<file path="src/hw/rtl/drt_pkg.sv">
package drt_pkg;

  // Field widths
  localparam int unsigned CoordW = 16;
  localparam int unsigned SizeW  = 12;
  localparam int unsigned RotW   = 2;
  localparam int unsigned IdxW   = 2;

  // Configuration reset values
  localparam logic [SizeW-1:0] NativeWidthRst  = 12'd172;
  localparam logic [SizeW-1:0] NativeHeightRst = 12'd640;
  localparam logic [RotW-1:0]  RotationRst     = 2'd0;

  // Command codes
  typedef enum logic {
    CMD_MARK  = 1'b0,
    CMD_FLUSH = 1'b1
  } cmd_e;

  // Configuration register indexes
  typedef enum logic [IdxW-1:0] {
    REG_NATIVE_WIDTH  = 2'd0,
    REG_NATIVE_HEIGHT = 2'd1,
    REG_ROTATION      = 2'd2
  } reg_idx_e;

  // Rotation codes
  typedef enum logic [RotW-1:0] {
    ROT_0   = 2'd0,
    ROT_90  = 2'd1,
    ROT_180 = 2'd2,
    ROT_270 = 2'd3
  } rot_e;

  typedef struct packed {
    logic [SizeW-1:0] native_width;
    logic [SizeW-1:0] native_height;
    rot_e             rotation;
  } cfg_t;

  // Clipped half-open rectangle in logical coordinates
  typedef struct packed {
    logic             ok;
    logic [SizeW-1:0] left;
    logic [SizeW-1:0] top;
    logic [SizeW-1:0] right;
    logic [SizeW-1:0] bottom;
  } rect_t;

endpackage

</file>
<file path="src/hw/rtl/drt_clip.sv">
module drt_clip (
  input  logic                                enable_i,
  input  logic signed [drt_pkg::CoordW-1:0]   x_i,
  input  logic signed [drt_pkg::CoordW-1:0]   y_i,
  input  logic signed [drt_pkg::CoordW-1:0]   w_i,
  input  logic signed [drt_pkg::CoordW-1:0]   h_i,
  input  logic        [drt_pkg::SizeW-1:0]    lim_w_i,
  input  logic        [drt_pkg::SizeW-1:0]    lim_h_i,
  output drt_pkg::rect_t                      rect_o
);
  import drt_pkg::*;

  logic signed [CoordW-1:0] xn, yn, wn, hn;
  logic signed [CoordW-1:0] l, t, r, b, rc, bc;
  logic signed [CoordW-1:0] lim_w, lim_h;
  logic                     size_ok, area_ok;

  always_comb begin
    // Negative size: move origin to the far edge, 16-bit wrap
    if (w_i[CoordW-1]) begin
      xn = x_i + w_i + CoordW'(1);
      wn = -w_i;
    end else begin
      xn = x_i;
      wn = w_i;
    end
    if (h_i[CoordW-1]) begin
      yn = y_i + h_i + CoordW'(1);
      hn = -h_i;
    end else begin
      yn = y_i;
      hn = h_i;
    end
    // -32768 negates to itself and stays invalid
    size_ok = (wn > 0) && (hn > 0);

    l = xn[CoordW-1] ? '0 : xn;
    t = yn[CoordW-1] ? '0 : yn;
    r = xn + wn;
    b = yn + hn;

    lim_w = $signed({{(CoordW-SizeW){1'b0}}, lim_w_i});
    lim_h = $signed({{(CoordW-SizeW){1'b0}}, lim_h_i});
    rc = (r > lim_w) ? lim_w : r;
    bc = (b > lim_h) ? lim_h : b;

    area_ok = (l < rc) && (t < bc);

    rect_o.ok     = enable_i && size_ok && area_ok;
    rect_o.left   = l[SizeW-1:0];
    rect_o.top    = t[SizeW-1:0];
    rect_o.right  = rc[SizeW-1:0];
    rect_o.bottom = bc[SizeW-1:0];
  end

endmodule

</file>
<file path="src/hw/rtl/drt_box.sv">
module drt_box (
  input  logic                         clk_i,
  input  logic                         rst_ni,
  input  logic                         step_i,
  input  logic                         flush_i,
  input  drt_pkg::rect_t               rect_i,
  input  drt_pkg::cfg_t                cfg_i,
  output logic [drt_pkg::SizeW-1:0]    rows_o
);
  import drt_pkg::*;

  logic             valid_q, valid_d;
  logic [SizeW-1:0] left_q, top_q, right_q, bottom_q;
  logic [SizeW-1:0] left_d, top_d, right_d, bottom_d;
  logic             mvalid;
  logic signed [SizeW:0] diff;

  // Merge the clipped rectangle into the box
  always_comb begin
    mvalid   = valid_q || rect_i.ok;
    left_d   = left_q;
    top_d    = top_q;
    right_d  = right_q;
    bottom_d = bottom_q;
    if (rect_i.ok) begin
      if (!valid_q) begin
        left_d   = rect_i.left;
        top_d    = rect_i.top;
        right_d  = rect_i.right;
        bottom_d = rect_i.bottom;
      end else begin
        if (rect_i.left   < left_q)   left_d   = rect_i.left;
        if (rect_i.top    < top_q)    top_d    = rect_i.top;
        if (rect_i.right  > right_q)  right_d  = rect_i.right;
        if (rect_i.bottom > bottom_q) bottom_d = rect_i.bottom;
      end
    end
    valid_d = flush_i ? 1'b0 : mvalid;
  end

  // Native row count from the merged box
  always_comb begin
    diff = '0;
    unique case (cfg_i.rotation)
      ROT_0:   diff = $signed({1'b0, bottom_d});
      ROT_90:  diff = $signed({1'b0, right_d});
      ROT_180: diff = $signed({1'b0, cfg_i.native_height}) - $signed({1'b0, top_d});
      ROT_270: diff = $signed({1'b0, cfg_i.native_height}) - $signed({1'b0, left_d});
      default: diff = '0;
    endcase
    if (!mvalid || diff[SizeW]) begin
      rows_o = '0;
    end else begin
      rows_o = diff[SizeW-1:0];
    end
  end

  always_ff @(posedge clk_i or negedge rst_ni) begin
    if (!rst_ni) begin
      valid_q <= 1'b0;
    end else if (step_i) begin
      valid_q <= valid_d;
    end
  end

  always_ff @(posedge clk_i) begin
    if (step_i) begin
      left_q   <= left_d;
      top_q    <= top_d;
      right_q  <= right_d;
      bottom_q <= bottom_d;
    end
  end

endmodule

</file>
<file path="src/hw/rtl/dirty_region_tracker_unit.sv">
// Dirty region tracker: bounding box of marked rectangles on a rotated panel.
// A flush result becomes valid when loaded from input to output register.
// Throughput: one transaction per cycle; input register, clip/merge logic and
//   output register. A stalled result holds a flush in the input register.
// Reset (async, active low): box empty, native size 172 x 640, rotation 0,
//   both pipeline stages empty.
module dirty_region_tracker_unit (
  input  logic                               clk_i,
  input  logic                               rst_ni,
  // configuration write port
  input  logic                               cfg_we_i,
  input  logic [drt_pkg::IdxW-1:0]           cfg_idx_i,
  input  logic [drt_pkg::SizeW-1:0]          cfg_data_i,
  // input channel
  input  logic                               in_valid_i,
  output logic                               in_stall_o,
  input  logic                               cmd_i,
  input  logic signed [drt_pkg::CoordW-1:0]  rect_x_i,
  input  logic signed [drt_pkg::CoordW-1:0]  rect_y_i,
  input  logic signed [drt_pkg::CoordW-1:0]  rect_w_i,
  input  logic signed [drt_pkg::CoordW-1:0]  rect_h_i,
  input  logic                               force_all_i,
  // output channel
  output logic                               out_valid_o,
  input  logic                               out_stall_i,
  output logic [drt_pkg::SizeW-1:0]          send_rows_o,
  output logic                               send_valid_o
);
  import drt_pkg::*;

  // ---------------------------------------------------------------
  // Configuration registers
  // ---------------------------------------------------------------
  cfg_t cfg_q, cfg_d;

  always_comb begin
    cfg_d = cfg_q;
    if (cfg_we_i) begin
      unique case (cfg_idx_i)
        REG_NATIVE_WIDTH:  cfg_d.native_width  = cfg_data_i;
        REG_NATIVE_HEIGHT: cfg_d.native_height = cfg_data_i;
        REG_ROTATION:      cfg_d.rotation      = rot_e'(cfg_data_i[RotW-1:0]);
        default:           cfg_d = cfg_q;  // unmapped index, ignored
      endcase
    end
  end

  always_ff @(posedge clk_i or negedge rst_ni) begin
    if (!rst_ni) begin
      cfg_q.native_width  <= NativeWidthRst;
      cfg_q.native_height <= NativeHeightRst;
      cfg_q.rotation      <= rot_e'(RotationRst);
    end else begin
      cfg_q <= cfg_d;
    end
  end

  // ---------------------------------------------------------------
  // Input register stage
  // ---------------------------------------------------------------
  logic                     s1_valid_q;
  cmd_e                     s1_cmd_q;
  logic signed [CoordW-1:0] s1_x_q, s1_y_q, s1_w_q, s1_h_q;
  logic                     s1_force_q;
  logic                     s1_flush;
  logic                     step;
  logic                     in_accept;

  // Only a flush needs the output slot; marks always drain.
  assign s1_flush   = (s1_cmd_q == CMD_FLUSH);
  assign in_stall_o = s1_valid_q && s1_flush && out_valid_o && out_stall_i;
  assign in_accept  = in_valid_i && !in_stall_o;
  assign step       = s1_valid_q && !in_stall_o;

  always_ff @(posedge clk_i or negedge rst_ni) begin
    if (!rst_ni) begin
      s1_valid_q <= 1'b0;
    end else if (!in_stall_o) begin
      s1_valid_q <= in_valid_i;
    end
  end

  always_ff @(posedge clk_i) begin
    if (in_accept) begin
      s1_cmd_q   <= cmd_e'(cmd_i);
      s1_x_q     <= rect_x_i;
      s1_y_q     <= rect_y_i;
      s1_w_q     <= rect_w_i;
      s1_h_q     <= rect_h_i;
      s1_force_q <= force_all_i;
    end
  end

  // ---------------------------------------------------------------
  // Clip: a mark uses its own rectangle, a forced flush marks the
  // whole logical screen through the same path, a plain flush adds none.
  // ---------------------------------------------------------------
  logic [SizeW-1:0]         lw, lh;
  logic signed [CoordW-1:0] cx, cy, cw, ch;
  logic                     clip_en;
  rect_t                    rect;

  assign lw = cfg_q.rotation[0] ? cfg_q.native_height : cfg_q.native_width;
  assign lh = cfg_q.rotation[0] ? cfg_q.native_width  : cfg_q.native_height;

  always_comb begin
    if (s1_flush) begin
      cx      = '0;
      cy      = '0;
      cw      = $signed({{(CoordW-SizeW){1'b0}}, lw});
      ch      = $signed({{(CoordW-SizeW){1'b0}}, lh});
      clip_en = s1_force_q;
    end else begin
      cx      = s1_x_q;
      cy      = s1_y_q;
      cw      = s1_w_q;
      ch      = s1_h_q;
      clip_en = 1'b1;
    end
  end

  drt_clip u_clip (
    .enable_i (clip_en),
    .x_i      (cx),
    .y_i      (cy),
    .w_i      (cw),
    .h_i      (ch),
    .lim_w_i  (lw),
    .lim_h_i  (lh),
    .rect_o   (rect)
  );

  // ---------------------------------------------------------------
  // Box state, merge and row count
  // ---------------------------------------------------------------
  logic [SizeW-1:0] rows;

  drt_box u_box (
    .clk_i   (clk_i),
    .rst_ni  (rst_ni),
    .step_i  (step),
    .flush_i (s1_flush),
    .rect_i  (rect),
    .cfg_i   (cfg_q),
    .rows_o  (rows)
  );

  // ---------------------------------------------------------------
  // Output register: loaded by a flush, held while stalled
  // ---------------------------------------------------------------
  logic             out_valid_q, out_valid_d;
  logic [SizeW-1:0] rows_q;

  always_comb begin
    if (step && s1_flush) begin
      out_valid_d = 1'b1;
    end else if (!out_stall_i) begin
      out_valid_d = 1'b0;
    end else begin
      out_valid_d = out_valid_q;
    end
  end

  always_ff @(posedge clk_i or negedge rst_ni) begin
    if (!rst_ni) begin
      out_valid_q <= 1'b0;
    end else begin
      out_valid_q <= out_valid_d;
    end
  end

  always_ff @(posedge clk_i) begin
    if (step && s1_flush) begin
      rows_q <= rows;
    end
  end

  assign out_valid_o  = out_valid_q;
  assign send_rows_o  = rows_q;
  assign send_valid_o = (rows_q != '0);

endmodule
</file>
<file path="config.mk">
export PLATFORM = sky130hd
export DESIGN_NAME = dirty_region_tracker_unit
export DESIGN_NICKNAME = d
export VERILOG_FILES = /design/src/hw/rtl/drt_pkg.sv /design/src/hw/rtl/drt_clip.sv /design/src/hw/rtl/drt_box.sv /design/src/hw/rtl/dirty_region_tracker_unit.sv
export SDC_FILE = /design/constraint.sdc
export NUM_CORES = 1
export LEC_CHECK = 0
export BUFFER_PORTS_ARGS = -buffer_cell sky130_fd_sc_hd__buf_2
export CORE_UTILIZATION = 41
export DETAILED_ROUTE_END_ITERATION = 8
export GPL_TIMING_DRIVEN = 0
export PLACE_DENSITY = 0.64
export SYNTH_ARGS = -nofsm -noshare
export SYNTH_HDL_FRONTEND = slang
export SYNTH_HIERARCHICAL = 1
export SYNTH_SLANG_ARGS = --single-unit
</file>
<file path="constraint.sdc">
create_clock -name clk_i -period 13.9 [get_ports clk_i]
set_input_delay 3.475 -clock clk_i [delete_from_list [all_inputs] [get_ports clk_i]]
set_output_delay 3.475 -clock clk_i [all_outputs]
set_load 0.005 [all_outputs]
</file>
==> metrics.cfg <==
[synthesis]
yosysUniqueCellTypes=75
synthAdderAreaFrac=0.150
syn_avg_cell_area_um2=9.69
synth_xor_area_frac=0.0446
synth_top_area_frac=0.251
syn_inst=1553
synth_flop_cell=edfxtp_1
synth_common_cells=172 x ha_1, 126 x edfxtp_1, 104 x nand2_1
synth_edf_count=126
postSynth.asyncResetShare=0.187
synth_nets=1815
muxShareOfSynthArea=0.147
ys.warnings.count=6
synth_area_leader_cell=edfxtp_1
synth_simple_gate_area_frac=0.154
yosysMostFrequentCell=ha_1
synth_top_family_by_area=compound AO/OA/AOI/OAI gates
yosys-top-cells-area=edfxtp_1 25%, ha_1 14%, mux2_2 7.4%, mux2_4 4.5%, dfrtp_1 3.8%
ys_seq_area_frac=0.300
ys_ff_latch=155
syn_area_um2=15100
synth-compound-area-share=0.162

[layout]
final_nets=1934
drive_above_1_share=0.189
n_fill_cell=3324
seqCellArea_um2=4520
syn_to_final_growth_pct=11.1
final_area_um2=16700
multi_input_area_um2=9910
antennaDiodeCount=0

[drt]
drt-vias-per-instance=5.80
post_drt_wl_per_cell_um=20.1
postRouteWirelength_mm=43.0
first_pass_iters=5
dr.first_iter.drc_count=1014
remaining_drc_errors=0
vias=12400
ant_nets=0

[critical_path]
cp_slowest_cell=a211oi_1
crit_required_ns=14.09
worstSetupStartpointType=flip-flop
path_max_fanout=10
slowest_delay_ns=0.53
critical_path.most_common_cell=a21oi_1
crit_type=flip-flop to flip-flop
crit_arrival_ns=13.20
crit_path_end_kind=flip-flop

[clocking]
clockBufferDepth=2
cts-root-buf=clkbuf_16
clock_sinks=155
cts_buffers=17
cts.htree.levels=4
clk_pin_slew_ns=0.07
postCtsSetupRepairBufs=0
cts_tree=built
clkLatencyLatePin_ns=0.46

[timing]
worst_pin_slew_ns=0.891
slew_viol_final=0
finalCritPeriodShare=0.936
rsz0062_at_grt=no
maxSlewHeadroom=0.406
min_period_ns=13.01
max_freq_mhz=76.8
clock_skew_ns=0.0108
final_hold_viol_count=0
setup_tns_ns=0
finalSetupViolCount=0

[run_status]
outcome=complete, no violations

[floorplanning]
rows=69
initial_core_util=0.420
dieArea_um2=37500
dieHeight_um=194
ioPinCount=100
die_w_um=194
core_um2=35800

[power]
ir_drop_uv=106
p_leak_nw=7.27
power.density_nw_per_um2=180

[global_routing]
globalRouteOverflowTotal=0
use_met3=0.0296
grt_busiest_layer=met2
grt_pass1_vias=11900
grt_pass1_wl_mm=66.7
grt_antenna_before_repair=0
grt_usage=0.230
use_met2=0.379
use_met1=0.308
grt_max_degree=67

[flow_run]
maxCapViolations=0

[place]
gp_congestion=0.915
dp_hpwl_mm=34.5
dpl_cell_area_um2=16200
io_buffers=99

[worst_hold_path]
hp-class=flip-flop to flip-flop

[cell families after synthesis]
logic type,Yosys count
AO/OA/AOI/OAI,363
XOR/XNOR,75
adder cells (fa/ha/maj),177
buffers and inverters,156
flip-flops,155
multiplexers,186
AND/OR/NAND/NOR,441
[cell usage in the layout, fill, tap and decap left out, drive strengths merged, types with 10 or more instances in the layout]
cell,n
xnor2,60
o21a,16
o21bai,10
a21oi,90
nand4,16
nor3b,10
nand2b,17
nor3,20
xor2,14
clkbuf,56
nor2b,77
nor2,87
o31ai,14
dfrtp,23
nor4,13
o311ai,12
a211oi,14
inv,105
a21o,43
nand3,31
mux2,147
edfxtp,126
ha,172
a31oi,10
a221o,13
or3,14
o211ai,13
o21ai,70
nand2,104
mux2i,39
buf,114
[path summary, 6_finish.rpt]
path,start,to,slack [ns],cells after the start
min in group asynchronous,rst_ni,s1_valid_q,3.07,1
max in group asynchronous,rst_ni,cfg_q[4],10.34,1
worst max-delay path,s1_cmd_q,send_rows_o[4],0.89,53
worst min-delay path,s1_cmd_q,u_box/valid_q,0.52,1
worst max register to register,s1_cmd_q,send_rows_o[4],0.89,53
worst min register to register,s1_cmd_q,u_box/valid_q,0.52,1
[power breakdown]
group          internal (W)  switching [W]  leakage, nW
Sequential         0.000617      0.0000576         1.57
Clock              0.000245       0.000208        0.248
Combinational      0.000800        0.00108         5.45
Total               0.00166        0.00134         7.27
[worst max-delay path, delay by kind of cell, from the launching register on]
family                   cells  cell delay [ns]
multiplexers                 1             0.13
AND/OR/NAND/NOR             13             2.48
AO/OA/AOI/OAI               23             5.30
adder cells (fa/ha/maj)      7             2.31
XOR/XNOR                     1             0.20
flip-flops                   1             0.43
buffers and inverters        8             1.87
[area by class of cell]
type / instances / share of cell area
Multi-Input combinational cell: 1242 / 0.592
Sequential cell: 155 / 0.270
Tap cell: 461 / 0.0345
Timing Repair Buffer: 100 / 0.0308
Clock buffer: 17 / 0.0254
Inverter: 103 / 0.0231
Buffer: 53 / 0.0162
Clock inverter: 15 / 0.00748
[repair_timing]
item / 4_1_cts / 5_1_grt
hold buffers: 0 / 0
endpoints found under the setup margin: 0 / 12
gates resized for setup: 0 / 14
[state kept, by name, summed over array words and instances (netlist names), 16 cells and up]
| register | count |
|---|---|
| s1_y_q | 16 |
| s1_h_q | 16 |
| s1_x_q | 16 |
| s1_w_q | 16 |
| cfg_q | 26 |
[through the flow]
step | total power (W) | util | std cells | hold slack [ns] | worst slack [ns]
floorplan | 0.00204 | - | 1553 | 0.471 | 3.19
global placement | 0.00247 | 0.450 | 2113 | 0.503 | 0.412
detailed placement | 0.00251 | 0.451 | 2114 | 0.508 | 0.347
CTS | 0.00298 | 0.466 | 2146 | 0.518 | 0.279
global route | 0.00322 | 0.467 | 2146 | 0.547 | 0.0802
finish | 0.00301 | 0.467 | 2146 | 0.517 | 0.887
[layer usage]
layer	up-vias	routed length [µm]
met5	-	0
met4	0	1190
met3	50	2030
met2	380	19900
met1	5987	19900
li1	6030	-
Note: power is estimated with default switching activity, not from simulation.
